`src/hdl/gshs_pkg.sv`:
```
`timescale 1ns / 1ps
// ----------------------------------------------------------------------------
// gshs_pkg
// Shared types, constants and the rate limiter for the gated sample and hold.
// ----------------------------------------------------------------------------
package gshs_pkg;

  localparam int CHANNELS    = 16;
  localparam int CH_W        = $clog2(CHANNELS);
  localparam int CHAN_FIELD_W = 4;
  localparam int SAMPLE_BITS = 16;
  localparam int STEP_W      = 16;
  localparam int TICK_W      = 16;
  localparam int CFG_W       = 16;
  localparam int CFG_IDX_W   = 2;
  localparam int QUEUE_DEPTH = 2;
  localparam int LIM_W       = (SAMPLE_BITS > STEP_W ? SAMPLE_BITS : STEP_W) + 2;

  localparam logic [CFG_IDX_W-1:0] REG_GATE_ON    = 2'd0;
  localparam logic [CFG_IDX_W-1:0] REG_GATE_OFF   = 2'd1;
  localparam logic [CFG_IDX_W-1:0] REG_GLIDE_DLY  = 2'd2;

  localparam logic signed [CFG_W-1:0] GATE_ON_RST  = 16'sd6400;
  localparam logic signed [CFG_W-1:0] GATE_OFF_RST = 16'sd320;
  localparam logic [TICK_W-1:0]       GLIDE_DLY_RST = 16'd48;

  typedef struct packed {
    logic [CHAN_FIELD_W-1:0]       channel;
    logic signed [SAMPLE_BITS-1:0] sample_in;
    logic signed [SAMPLE_BITS-1:0] gate_level;
    logic                          gate_button;
    logic [STEP_W-1:0]             slew_step;
    logic                          slew_unlimited;
  } in_word_t;

  typedef struct packed {
    logic [CHAN_FIELD_W-1:0]       out_channel;
    logic signed [SAMPLE_BITS-1:0] sample_hold_first;
    logic signed [SAMPLE_BITS-1:0] sample_hold_second;
    logic signed [SAMPLE_BITS-1:0] track_hold;
    logic signed [SAMPLE_BITS-1:0] hold_track;
    logic signed [SAMPLE_BITS-1:0] slew_out;
    logic signed [SAMPLE_BITS-1:0] glide_out;
    logic                          gate_active;
  } out_word_t;

  // classified word passed from front to back
  typedef struct packed {
    logic [CHAN_FIELD_W-1:0]       channel;
    logic signed [SAMPLE_BITS-1:0] sample_in;
    logic                          on_hit;
    logic                          off_hit;
    logic [STEP_W-1:0]             slew_step;
    logic                          slew_unlimited;
  } work_t;

  function automatic logic signed [SAMPLE_BITS-1:0] limit_toward(
    input logic signed [SAMPLE_BITS-1:0] cur,
    input logic signed [SAMPLE_BITS-1:0] target,
    input logic [STEP_W-1:0]             step,
    input logic                          unlimited
  );
    logic signed [LIM_W-1:0] d;
    logic signed [LIM_W-1:0] lim;
    logic signed [LIM_W-1:0] sum;
    d   = LIM_W'(target) - LIM_W'(cur);
    lim = $signed(LIM_W'(step));
    if (d > lim) d = lim;
    if (d < -lim) d = -lim;
    sum = LIM_W'(cur) + d;
    if (unlimited) return target;
    return SAMPLE_BITS'(sum);
  endfunction

endpackage

```
`src/hdl/gshs_front.sv`:
```
`timescale 1ns / 1ps
// ----------------------------------------------------------------------------
// gshs_front
// Configuration registers and gate threshold classification of input words.
// ----------------------------------------------------------------------------
module gshs_front import gshs_pkg::*; (
  input  logic                 clk,
  input  logic                 rst_n,
  input  logic                 cfg_valid,
  output logic                 cfg_ready,
  input  logic [CFG_IDX_W-1:0] cfg_index,
  input  logic [CFG_W-1:0]     cfg_data,
  input  logic                 in_valid,
  output logic                 in_ready,
  input  in_word_t             in_word,
  output logic                 push_valid,
  input  logic                 push_ready,
  output work_t                push_word,
  output logic [TICK_W-1:0]    glide_delay
);

  logic signed [CFG_W-1:0] gate_on_r;
  logic signed [CFG_W-1:0] gate_off_r;
  logic [TICK_W-1:0]       glide_dly_r;

  assign cfg_ready = 1'b1;

  always_ff @(posedge clk) begin
    if (!rst_n) begin
      gate_on_r   <= GATE_ON_RST;
      gate_off_r  <= GATE_OFF_RST;
      glide_dly_r <= GLIDE_DLY_RST;
    end else if (cfg_valid) begin
      case (cfg_index)
        REG_GATE_ON:   gate_on_r   <= $signed(cfg_data);
        REG_GATE_OFF:  gate_off_r  <= $signed(cfg_data);
        REG_GLIDE_DLY: glide_dly_r <= TICK_W'(cfg_data);
        default: ;
      endcase
    end
  end

  assign glide_delay = glide_dly_r;
  assign in_ready    = push_ready;
  assign push_valid  = in_valid;

  always_comb begin
    push_word.channel        = in_word.channel;
    push_word.sample_in      = in_word.sample_in;
    push_word.on_hit         = (LIM_W'(in_word.gate_level) >= LIM_W'(gate_on_r)) ||
                               in_word.gate_button;
    push_word.off_hit        = (LIM_W'(in_word.gate_level) <= LIM_W'(gate_off_r)) &&
                               !in_word.gate_button;
    push_word.slew_step      = in_word.slew_step;
    push_word.slew_unlimited = in_word.slew_unlimited;
  end

endmodule

```
`src/hdl/gshs_queue.sv`:
```
`timescale 1ns / 1ps
// ----------------------------------------------------------------------------
// gshs_queue
// Short first-in first-out queue of classified words between front and back.
// ----------------------------------------------------------------------------
module gshs_queue import gshs_pkg::*; (
  input  logic  clk,
  input  logic  rst_n,
  input  logic  push_valid,
  output logic  push_ready,
  input  work_t push_word,
  output logic  pop_valid,
  input  logic  pop_ready,
  output work_t pop_word
);

  localparam int PTR_W = (QUEUE_DEPTH > 1) ? $clog2(QUEUE_DEPTH) : 1;
  localparam int CNT_W = $clog2(QUEUE_DEPTH + 1);

  work_t             entry_r [QUEUE_DEPTH];
  logic [PTR_W-1:0]  wr_ptr_r, wr_ptr_nxt;
  logic [PTR_W-1:0]  rd_ptr_r, rd_ptr_nxt;
  logic [CNT_W-1:0]  count_r, count_nxt;
  logic              do_push, do_pop;

  assign push_ready = (count_r != CNT_W'(QUEUE_DEPTH));
  assign pop_valid  = (count_r != '0);
  assign pop_word   = entry_r[rd_ptr_r];
  assign do_push    = push_valid && push_ready;
  assign do_pop     = pop_valid && pop_ready;

  always_comb begin
    wr_ptr_nxt = wr_ptr_r;
    rd_ptr_nxt = rd_ptr_r;
    count_nxt  = count_r;
    if (do_push) begin
      wr_ptr_nxt = (wr_ptr_r == PTR_W'(QUEUE_DEPTH - 1)) ? '0 : wr_ptr_r + 1'b1;
    end
    if (do_pop) begin
      rd_ptr_nxt = (rd_ptr_r == PTR_W'(QUEUE_DEPTH - 1)) ? '0 : rd_ptr_r + 1'b1;
    end
    if (do_push && !do_pop) count_nxt = count_r + 1'b1;
    else if (do_pop && !do_push) count_nxt = count_r - 1'b1;
  end

  always_ff @(posedge clk) begin
    if (!rst_n) begin
      wr_ptr_r <= '0;
      rd_ptr_r <= '0;
      count_r  <= '0;
    end else begin
      wr_ptr_r <= wr_ptr_nxt;
      rd_ptr_r <= rd_ptr_nxt;
      count_r  <= count_nxt;
    end
  end

  always_ff @(posedge clk) begin
    if (do_push) entry_r[wr_ptr_r] <= push_word;
  end

  a_count_bound: assert property (@(posedge clk) disable iff (!rst_n)
    count_r <= CNT_W'(QUEUE_DEPTH))
    else $error("queue count past depth");

  a_count_track: assert property (@(posedge clk) disable iff (!rst_n)
    (do_push && !do_pop) |=> (count_r == $past(count_r) + 1'b1))
    else $error("queue count missed a push");

endmodule

```
`src/hdl/gshs_back.sv`:
```
`timescale 1ns / 1ps
// ----------------------------------------------------------------------------
// gshs_back
// Per-channel gate, hold and slew state update with a registered result word.
// ----------------------------------------------------------------------------
module gshs_back import gshs_pkg::*; (
  input  logic              clk,
  input  logic              rst_n,
  input  logic              pop_valid,
  output logic              pop_ready,
  input  work_t             pop_word,
  input  logic [TICK_W-1:0] glide_delay,
  output logic              out_valid,
  input  logic              out_ready,
  output out_word_t         out_word
);

  typedef logic signed [SAMPLE_BITS-1:0] smp_t;

  logic              gate_r       [CHANNELS];
  logic [TICK_W-1:0] ticks_r      [CHANNELS];
  smp_t              sampled1_r   [CHANNELS];
  smp_t              sampled2_r   [CHANNELS];
  smp_t              smooth1_r    [CHANNELS];
  smp_t              smooth2_r    [CHANNELS];
  smp_t              held_r       [CHANNELS];
  smp_t              slew_r       [CHANNELS];
  smp_t              glide_r      [CHANNELS];

  logic              out_valid_r;
  out_word_t         out_word_r;

  logic [CH_W-1:0]   idx;
  logic              take;
  logic              g0, g1, rise, fall;
  smp_t              x, held1, sf1, ss1, tr, ht, slew1, glide1, smf1, sms1;
  logic [TICK_W-1:0] ticks0, ticks1;
  out_word_t         res;

  assign pop_ready = !out_valid_r || out_ready;
  assign take      = pop_valid && pop_ready;

  always_comb begin
    idx    = pop_word.channel[CH_W-1:0];
    x      = pop_word.sample_in;
    g0     = gate_r[idx];
    rise   = !g0 && pop_word.on_hit;
    fall   = g0 && pop_word.off_hit;
    g1     = rise ? 1'b1 : (fall ? 1'b0 : g0);
    held1  = (rise || fall) ? x : held_r[idx];
    sf1    = rise ? x : sampled1_r[idx];
    ss1    = rise ? sampled1_r[idx] : sampled2_r[idx];
    tr     = g1 ? held1 : x;
    ht     = g1 ? x : held1;
    ticks0 = rise ? '0 : ticks_r[idx];
    ticks1 = (g1 && ticks0 != {TICK_W{1'b1}}) ? ticks0 + 1'b1 : ticks0;
    slew1  = g1 ? x : limit_toward(slew_r[idx], x, pop_word.slew_step,
                                   pop_word.slew_unlimited);
    glide1 = (g1 && ticks1 > glide_delay) ?
             limit_toward(glide_r[idx], x, pop_word.slew_step, pop_word.slew_unlimited) : x;
    smf1   = limit_toward(smooth1_r[idx], sf1, pop_word.slew_step, pop_word.slew_unlimited);
    sms1   = limit_toward(smooth2_r[idx], ss1, pop_word.slew_step, pop_word.slew_unlimited);

    res.out_channel        = pop_word.channel;
    res.sample_hold_first  = smf1;
    res.sample_hold_second = sms1;
    res.track_hold         = tr;
    res.hold_track         = ht;
    res.slew_out           = slew1;
    res.glide_out          = glide1;
    res.gate_active        = g1;
  end

  always_ff @(posedge clk) begin
    if (!rst_n) begin
      for (int i = 0; i < CHANNELS; i++) begin
        gate_r[i]     <= 1'b0;
        ticks_r[i]    <= '0;
        sampled1_r[i] <= '0;
        sampled2_r[i] <= '0;
        smooth1_r[i]  <= '0;
        smooth2_r[i]  <= '0;
        held_r[i]     <= '0;
        slew_r[i]     <= '0;
        glide_r[i]    <= '0;
      end
    end else if (take) begin
      gate_r[idx]     <= g1;
      ticks_r[idx]    <= ticks1;
      sampled1_r[idx] <= sf1;
      sampled2_r[idx] <= ss1;
      smooth1_r[idx]  <= smf1;
      smooth2_r[idx]  <= sms1;
      held_r[idx]     <= held1;
      slew_r[idx]     <= slew1;
      glide_r[idx]    <= glide1;
    end
  end

  // output register
  always_ff @(posedge clk) begin
    if (!rst_n) begin
      out_valid_r <= 1'b0;
    end else if (take) begin
      out_valid_r <= 1'b1;
    end else if (out_ready) begin
      out_valid_r <= 1'b0;
    end
  end

  always_ff @(posedge clk) begin
    if (take) out_word_r <= res;
  end

  assign out_valid = out_valid_r;
  assign out_word  = out_word_r;

  a_no_overwrite: assert property (@(posedge clk) disable iff (!rst_n)
    !(take && out_valid_r && !out_ready))
    else $error("result word overwritten while stalled");

  a_take_shows: assert property (@(posedge clk) disable iff (!rst_n)
    take |=> out_valid_r)
    else $error("taken word not presented");

  a_gate_on_track: assert property (@(posedge clk) disable iff (!rst_n)
    (out_valid_r && out_word_r.gate_active) |->
      (out_word_r.slew_out == out_word_r.hold_track))
    else $error("slew output not following input while gate on");

  a_gate_off_glide: assert property (@(posedge clk) disable iff (!rst_n)
    (out_valid_r && !out_word_r.gate_active) |->
      (out_word_r.glide_out == out_word_r.track_hold))
    else $error("glide output not following input while gate off");

endmodule

```
`src/hdl/gated_sample_hold_slew.sv`:
```
`timescale 1ns / 1ps
// ----------------------------------------------------------------------------
// gated_sample_hold_slew
// Per-channel gated sample and hold with slew and glide outputs.
//
// in channel: one word per sample with channel index, signal, gate level,
//   button, slew step and unlimited flag; taken on in_valid and in_ready
// out channel: one result word per input word, in input order
// cfg channel: register index and data, always ready; write only while idle
//   (0 gate on threshold, 1 gate off threshold, 2 glide delay)
// path: an accepted word is written into the queue, then the state update
//   computes its result word into the output register
// throughput: one word per cycle while the output is not stalled, any
//   channel order; each word reads, updates and writes back its channel state
// reset: all channel state cleared, registers back to 6400, 320, 48
// stall: a stalled output holds its word; the two-entry queue keeps
//   taking words until it fills, then in_ready drops
// ----------------------------------------------------------------------------
module gated_sample_hold_slew import gshs_pkg::*; (
  input  logic                 clk,
  input  logic                 rst_n,
  input  logic                 in_valid,
  output logic                 in_ready,
  input  in_word_t             in_word,
  output logic                 out_valid,
  input  logic                 out_ready,
  output out_word_t            out_word,
  input  logic                 cfg_valid,
  output logic                 cfg_ready,
  input  logic [CFG_IDX_W-1:0] cfg_index,
  input  logic [CFG_W-1:0]     cfg_data
);

  logic              push_valid, push_ready;
  work_t             push_word;
  logic              pop_valid, pop_ready;
  work_t             pop_word;
  logic [TICK_W-1:0] glide_delay;

  gshs_front u_front (
    .clk        (clk),
    .rst_n      (rst_n),
    .cfg_valid  (cfg_valid),
    .cfg_ready  (cfg_ready),
    .cfg_index  (cfg_index),
    .cfg_data   (cfg_data),
    .in_valid   (in_valid),
    .in_ready   (in_ready),
    .in_word    (in_word),
    .push_valid (push_valid),
    .push_ready (push_ready),
    .push_word  (push_word),
    .glide_delay(glide_delay)
  );

  gshs_queue u_queue (
    .clk        (clk),
    .rst_n      (rst_n),
    .push_valid (push_valid),
    .push_ready (push_ready),
    .push_word  (push_word),
    .pop_valid  (pop_valid),
    .pop_ready  (pop_ready),
    .pop_word   (pop_word)
  );

  gshs_back u_back (
    .clk        (clk),
    .rst_n      (rst_n),
    .pop_valid  (pop_valid),
    .pop_ready  (pop_ready),
    .pop_word   (pop_word),
    .glide_delay(glide_delay),
    .out_valid  (out_valid),
    .out_ready  (out_ready),
    .out_word   (out_word)
  );

endmodule

```
`config.mk`:
```
export PLATFORM = sky130hd
export DESIGN_NAME = gated_sample_hold_slew
export DESIGN_NICKNAME = d
export VERILOG_FILES = /design/src/hdl/gshs_pkg.sv /design/src/hdl/gshs_front.sv /design/src/hdl/gshs_queue.sv /design/src/hdl/gshs_back.sv /design/src/hdl/gated_sample_hold_slew.sv
export SDC_FILE = /design/constraint.sdc
export NUM_CORES = 2
export LEC_CHECK = 0
export BUFFER_PORTS_ARGS = -buffer_cell sky130_fd_sc_hd__buf_2
export CORE_MARGIN = 1
export CORE_UTILIZATION = 55
export CTS_BUF_LIST = sky130_fd_sc_hd__clkbuf_8 sky130_fd_sc_hd__clkbuf_16
export CTS_CLUSTER_SIZE = 16
export DETAILED_ROUTE_END_ITERATION = 6
export PLACE_DENSITY = 0.76
export SYNTH_ARGS = -nofsm -noshare
export SYNTH_HDL_FRONTEND = slang
export SYNTH_SLANG_ARGS = --single-unit
```
`constraint.sdc`:
```
create_clock -name clk -period 24.5 [get_ports clk]
set_input_delay 2.45 -clock clk [delete_from_list [all_inputs] [get_ports clk]]
set_output_delay 2.45 -clock clk [all_outputs]
set_load 0.005 [all_outputs]
```
# Word level (Yosys, flattened, before mapping)
# Memories as Yosys holds them, arrays and structs flattened. A register that Yosys moved wholly into a read port is not among the register bits.
# Cells that the tools add are included.
# Widths: inputs -> output; s select.
[totals] ff_bits=154 ram_bits=2142 input_bits=77 output_inout_bits=104 word_cells=155 mem_count=10
[classes] n_addsub=14 n_lt_le_gt_ge=11 n_eq_ne=4 mux=68 reduce_logical=33
[mem_list] memory="u_back.glide_r" words=16 word_bits=16 rd=1 rd_clocked_by_memory_dff=0 write_ports=16 line="gshs_back.sv:28" rtl="smp_t glide_r [CHANNELS];"
[mem_list] memory="u_back.held_r" words=16 word_bits=16 rd=1 rd_clocked_by_memory_dff=0 write_ports=16 line="gshs_back.sv:26" rtl="smp_t held_r [CHANNELS];"
[mem_list] memory="u_back.sampled1_r" words=16 word_bits=16 rd=1 rd_clocked_by_memory_dff=0 write_ports=16 line="gshs_back.sv:22" rtl="smp_t sampled1_r [CHANNELS];"
[mem_list] memory="u_back.sampled2_r" words=16 word_bits=16 rd=1 rd_clocked_by_memory_dff=0 write_ports=16 line="gshs_back.sv:23" rtl="smp_t sampled2_r [CHANNELS];"
[mem_list] memory="u_back.slew_r" words=16 word_bits=16 rd=1 rd_clocked_by_memory_dff=0 write_ports=16 line="gshs_back.sv:27" rtl="smp_t slew_r [CHANNELS];"
[mem_list] memory="u_back.smooth1_r" words=16 word_bits=16 rd=1 rd_clocked_by_memory_dff=0 write_ports=16 line="gshs_back.sv:24" rtl="smp_t smooth1_r [CHANNELS];"
[mem_list] memory="4 more memories"
[ops] op="$mux 16" count=28
[ops] op="$reduce_or 16->1" count=8
[ops] op="$gt 18x17->1" count=4
[ops] op="$lt 18x18->1" count=4
[ops] op="$mux 18" count=4
[ops] op="$sub 16x16->17" count=4
[ops] op="$add 16x16->16" count=4
[ops] op="$mux 4" count=9
[ops] op="$mux 1" count=25
[ops] op="$neg 16->18" count=1
[ops] op="$add 16x1->16 const B" count=1
[ops] op="$ge 16x16->1" count=1
[ops] op="$gt 16x16->1" count=1
[ops] op="$le 16x16->1" count=1
[ops] op="$ne 16x16->1 const B" count=1
[ops] op="$logic_and 1x1->1" count=9
[ops] op="$reduce_and 2->1" count=3
[ops] op="$reduce_bool 2->1" count=3
[ops] op="$logic_not 1->1" count=5
[ops] op="$mux 2" count=2
[ops] op="$logic_or 1x1->1" count=3
[ops] op="$add 1x1->1 const B" count=2
[ops] op="$add 2x1->2 const B" count=1
[ops] op="$eq 2x1->1 const B" count=1
[ops] op="5 further kinds" count=5

# Depth between registers and ports, before layout
# An unclocked memory read counts as a cell.
[depth] ltp_word=12 ltp_mapped=78

# Cells and area by module
# From an unflattened synthesis, not the netlist that was laid out.
[unflattened] cells_unflattened=7886 hier_area_um2=108836.9
[by_module_without_submodules] mod="gshs_back" n_inst=1 cells_per_inst=7377 area_per_inst_um2=102877.4
[by_module_without_submodules] mod="gshs_queue" n_inst=1 cells_per_inst=145 area_per_inst_um2=3050.4
[by_module_without_submodules] mod="gshs_front" n_inst=1 cells_per_inst=364 area_per_inst_um2=2909.0

# Worst setup path after synthesis
# OpenSTA, ideal clock, no wires.
[synth_timing] kind="flip-flop to flip-flop" start="register with a tool-made name" end="memory u_back.slew_r[0][14] (netlist bit) (data pin)" setup_time_ps=266 arrival_ps=14710 required_ps=24234 slack_ps=9525 stages_incl_launch_ff=78 n_path_buf=18 cell_sequence="dfxtp_1 -> buf_6 -> mux2i_4 -> inv_4 -> buf_6 -> buf_6 -> buf_6 -> buf_6 -> buf_6 -> buf_6 -> buf_4 -> buf_4 -> buf_4 -> buf_4 -> buf_4 -> buf_2 -> buf_2 -> mux4_2 -> (+42 left out) -> ha_1 -> inv_1 -> fa_1 -> nor2b_1 -> o21ai_0 -> a21boi_0 -> o21ai_0 -> a21boi_0 -> o21ai_0 -> a21boi_0 -> o21ai_0 -> a21boi_0 -> o21ai_0 -> a21oi_1 -> or4_1 -> a31oi_1 -> clkbuf_1 -> nor2_1"
[synth_rtl] item="end, declared" line="gshs_back.sv:27"

==> results.md <==
* Synth Area in Simple Gates at 0.129
* GR Overflow Total at 0
* CP startpoint kind: flop
* Slowest-stage cell, CP: buf_4
* Slew Limit Fails at 0
* Fmax at 61.8 MHz
* # clock sinks at 2297
* Post-synthesis compound-gate area fraction at 0.0534
* Worst Path Max Fanout at 86
* Post-synthesis register bit count at 2297
* Initial Utilization at 0.555
* Clock tree buffer depth at 3
* Ports at 181
* Post-CTS Setup Inserts at 0
* Worst-Skew Late Latency at 920 ps
* Routing usage on met2 at 0.548
* All-Layer GR Usage at 0.347
* Most used cell along the critical path: a21o_1
* 1st-pass router iterations at 7
* Vias/cell at 6.61
* Share of layout cells above drive strength 1 at 0.157
* Crit path arrival time at 16740 ps
* Area of the mapped netlist at 110000 um2
* Synth unique cells at 96
* Max_slew headroom at 0.0262
* Cts hold-fix bufs at 0
* Worst EP required at 25060 ps
* Avg Cell Area, Syn at 12.5 um2
* Final TNS setup at 0 ps
* Status: finished with violations
* Gpl congestion at 0.999
* Buffers & Inverters on Critical Path at 8
* Clk slew on worst S/H paths at 60 ps
* Depth of the CTS H-tree at 4
* Clock Skews at 80.3 ps
* Maxcap violations at 0
* Area growth syn-to-layout at 10.4%
* RSZ-0062 raised after global routing: false
* Slew @ Worst Pin at 1450 ps
* Largest family of logic cells by synthesized area: simple AND/OR/NAND/NOR gates
* Sequential area share after synthesis at 0.621
* Min-Delay Path Class: reg -> reg
* Critical path type: reg -> reg
* Grt met3 use at 0.0890
* GRT met1 Usage at 0.443
* Detailed placer's ending HPWL at 206 mm
* Ys flop type: edfxtp_1
* XOR/XNOR share of the synthesized area at 0.00964
* Crit path capture type: flop
* IO Port Bufs at 179
* Largest net degree at the start of global routing at 110
* Routed len/inst at 30.6 um
* Post-synth ARST share at 0
* Std cell rows at 163
* Vias in the first global route at 76200
* EDFF count, synth at 2227
* Slowest stage delay, CP at 770 ps
* Die height at 449 um
* Nets at 9183
* First-pass GRT wire length at 510 mm
* DR vias at 76800
* Busiest grt layer: met2
* Filler Cell Count at 14600
* Die area at 202000 um2
* Core ar. at 198000 um2
* R2R setup slack at 8310 ps
* DRT antenna net count at 0
* DRC viols at 1
* # setup viols final at 0
* Post-Syn Nets at 9156
* Yosys warns at 0
* CP top delay family: compound AO/OA/AOI/OAI gates
* Chip width at 449 um
* Crit share post-route at 0.661
* Initial antenna violation count at 14
* Failing checks: design-rule violations
* Hold Vio Cnt, Final at 0
* Worst Hold Launch: u_front.glide_delay[11]$_SDFFE_PN0P_
* Cells after Synth at 8760
* DRT iter0 DRCs at 11200
* Synth Area in Adders at 0.0371
* DRT Wirelength at 355 mm
* # resized after CTS at 0
* Multiplexer share of the synthesized area at 0.113
* Total clock buffers created by CTS at 221
* Crit path time final at 16190 ps
* CTS tree: yes
* Clk root buf: clkbuf_16
==> cells in the mapped netlist (8+ instances only) <==
master | n | area [um2]
o21ai_1 | 29 | 145
nor2b_1 | 36 | 225
ha_1 | 311 | 3890
buf_4 | 30 | 225
a21o_1 | 88 | 661
a311oi_1 | 33 | 289
a31oi_1 | 42 | 263
dfxtp_1 | 70 | 1400
nand3_1 | 170 | 851
and3_1 | 70 | 438
fa_1 | 8 | 160
or2_2 | 9 | 56.3
mux4_2 | 466 | 10500
mux2_2 | 44 | 495
o21a_1 | 33 | 248
buf_6 | 8 | 90.1
nor3b_1 | 8 | 60.1
xor2_1 | 35 | 307
o211ai_1 | 17 | 128
a211oi_1 | 25 | 188
a211o_1 | 9 | 78.8
and2_1 | 26 | 163
buf_2 | 162 | 811
nand4_1 | 38 | 238
o22ai_1 | 9 | 56.3
mux2i_1 | 136 | 1360
xnor2_1 | 86 | 753
nand2b_1 | 30 | 188
a41oi_1 | 25 | 219
nand2_1 | 796 | 2990
o21ai_0 | 209 | 1050
inv_1 | 328 | 1230
nor3_1 | 61 | 305
edfxtp_1 | 2227 | 66900
buf_1 | 36 | 135
a21boi_0 | 64 | 480
clkbuf_1 | 406 | 1520
nor2_1 | 2179 | 8180
or3_1 | 13 | 81.3
o21bai_1 | 23 | 173
a21oi_1 | 230 | 1150
o2111ai_1 | 8 | 70.1
==> state kept, by name, indices dropped and copies added (netlist names), 2 cells and up, named ones only <==
register	count
u_front.gate_off_r	16
u_queue.entry_r	78
u_back.smooth2_r	256
u_back.sampled1_r	256
u_back.held_r	256
u_back.sampled2_r	256
u_back.out_word	101
u_front.glide_delay	16
u_back.glide_r	256
u_back.gate_r	16
u_back.ticks_r	256
u_queue.count_r	2
u_back.smooth1_r	256
u_back.slew_r	256
u_front.gate_on_r	16
==> layout make-up <==
class                           count  area, um2  area share
Inverter                          333       1280      0.0106
Timing Repair Buffer              450       2960      0.0244
Clock inverter                    190       1760      0.0145
Sequential cell                  2297      68300       0.563
Clock buffer                      223       5580      0.0460
Tap cell                         2640       3300      0.0272
Antenna cell                        9       22.5    0.000186
Multi-Input combinational cell   5484      38100       0.314
==> placed cells by master (no fill, tap or decap), types with 41 or more instances in the layout <==
| cell | Yosys | final |
|---|---|---|
| a21boi_0 | 64 | 64 |
| a21o_1 | 88 | 88 |
| a21oi_1 | 230 | 219 |
| and3_1 | 70 | 69 |
| buf_2 | 162 | 178 |
| buf_4 | 30 | 270 |
| clkbuf_16 | 0 | 223 |
| clkinv_1 | 0 | 42 |
| clkinv_2 | 0 | 41 |
| dfxtp_1 | 70 | 69 |
| edfxtp_1 | 2227 | 2227 |
| ha_1 | 311 | 311 |
| inv_1 | 328 | 377 |
| mux2_2 | 44 | 44 |
| mux2i_1 | 136 | 127 |
| mux4_2 | 466 | 466 |
| nand2_1 | 796 | 764 |
| nand3_1 | 170 | 170 |
| nor2_1 | 2179 | 2175 |
| nor3_1 | 61 | 60 |
| o21ai_0 | 209 | 208 |
| xnor2_1 | 86 | 78 |
==> path summary, 6_finish.rpt <==
check,to,cells past startpoint
worst min-delay path,u_front.glide_delay[11]$_SDFFE_PN0P_,2
worst max-delay path,u_back.glide_r[15][15]$_SDFFCE_PN0P_,62
worst max register to register,u_back.glide_r[15][15]$_SDFFCE_PN0P_,62
worst min register to register,u_front.glide_delay[11]$_SDFFE_PN0P_,2
==> stage by stage <==
stage | hold slack, ps | cell area [um2] | setup WS, ps | std cells | util
detailed placement | 456 | 114000 | 8570 | 11200 | 0.575
floorplan | 438 | 110000 | 9520 | 8760 | -
finish | 463 | 121000 | 8310 | 11600 | 0.613
CTS | 467 | 121000 | 8480 | 11600 | 0.612
global placement | 447 | 114000 | 8620 | 11200 | 0.575
global route | 488 | 121000 | 7050 | 11600 | 0.613
==> worst reg2reg max path: cells and delay by family (launching register included) <==
family,cells,cell delay (ps)
xor+xnor,1,170
flops,1,460
fa+ha+maj,6,1870
simple gates,7,1590
mux,4,1470
compound gates,36,6870
buf+inv,8,3470
==> kinds of logic after synthesis <==
group | after synthesis
AO/OA/AOI/OAI | 910
XOR/XNOR | 121
adder cells (fa/ha/maj) | 322
buffers and inverters | 979
flip-flops | 2297
multiplexers | 650
other | 1
AND/OR/NAND/NOR | 3480
==> routing by layer <==
layer  part of all wire  up-vias
li1                   -    31600
met1               0.34    37700
met2               0.46     6212
met3               0.14     1324
met4              0.062       16
met5            0.00028        -
Power is left out: the tool's default activity adds up to more than one toggle a clock period on the data nets, which glitch-free logic cannot reach.
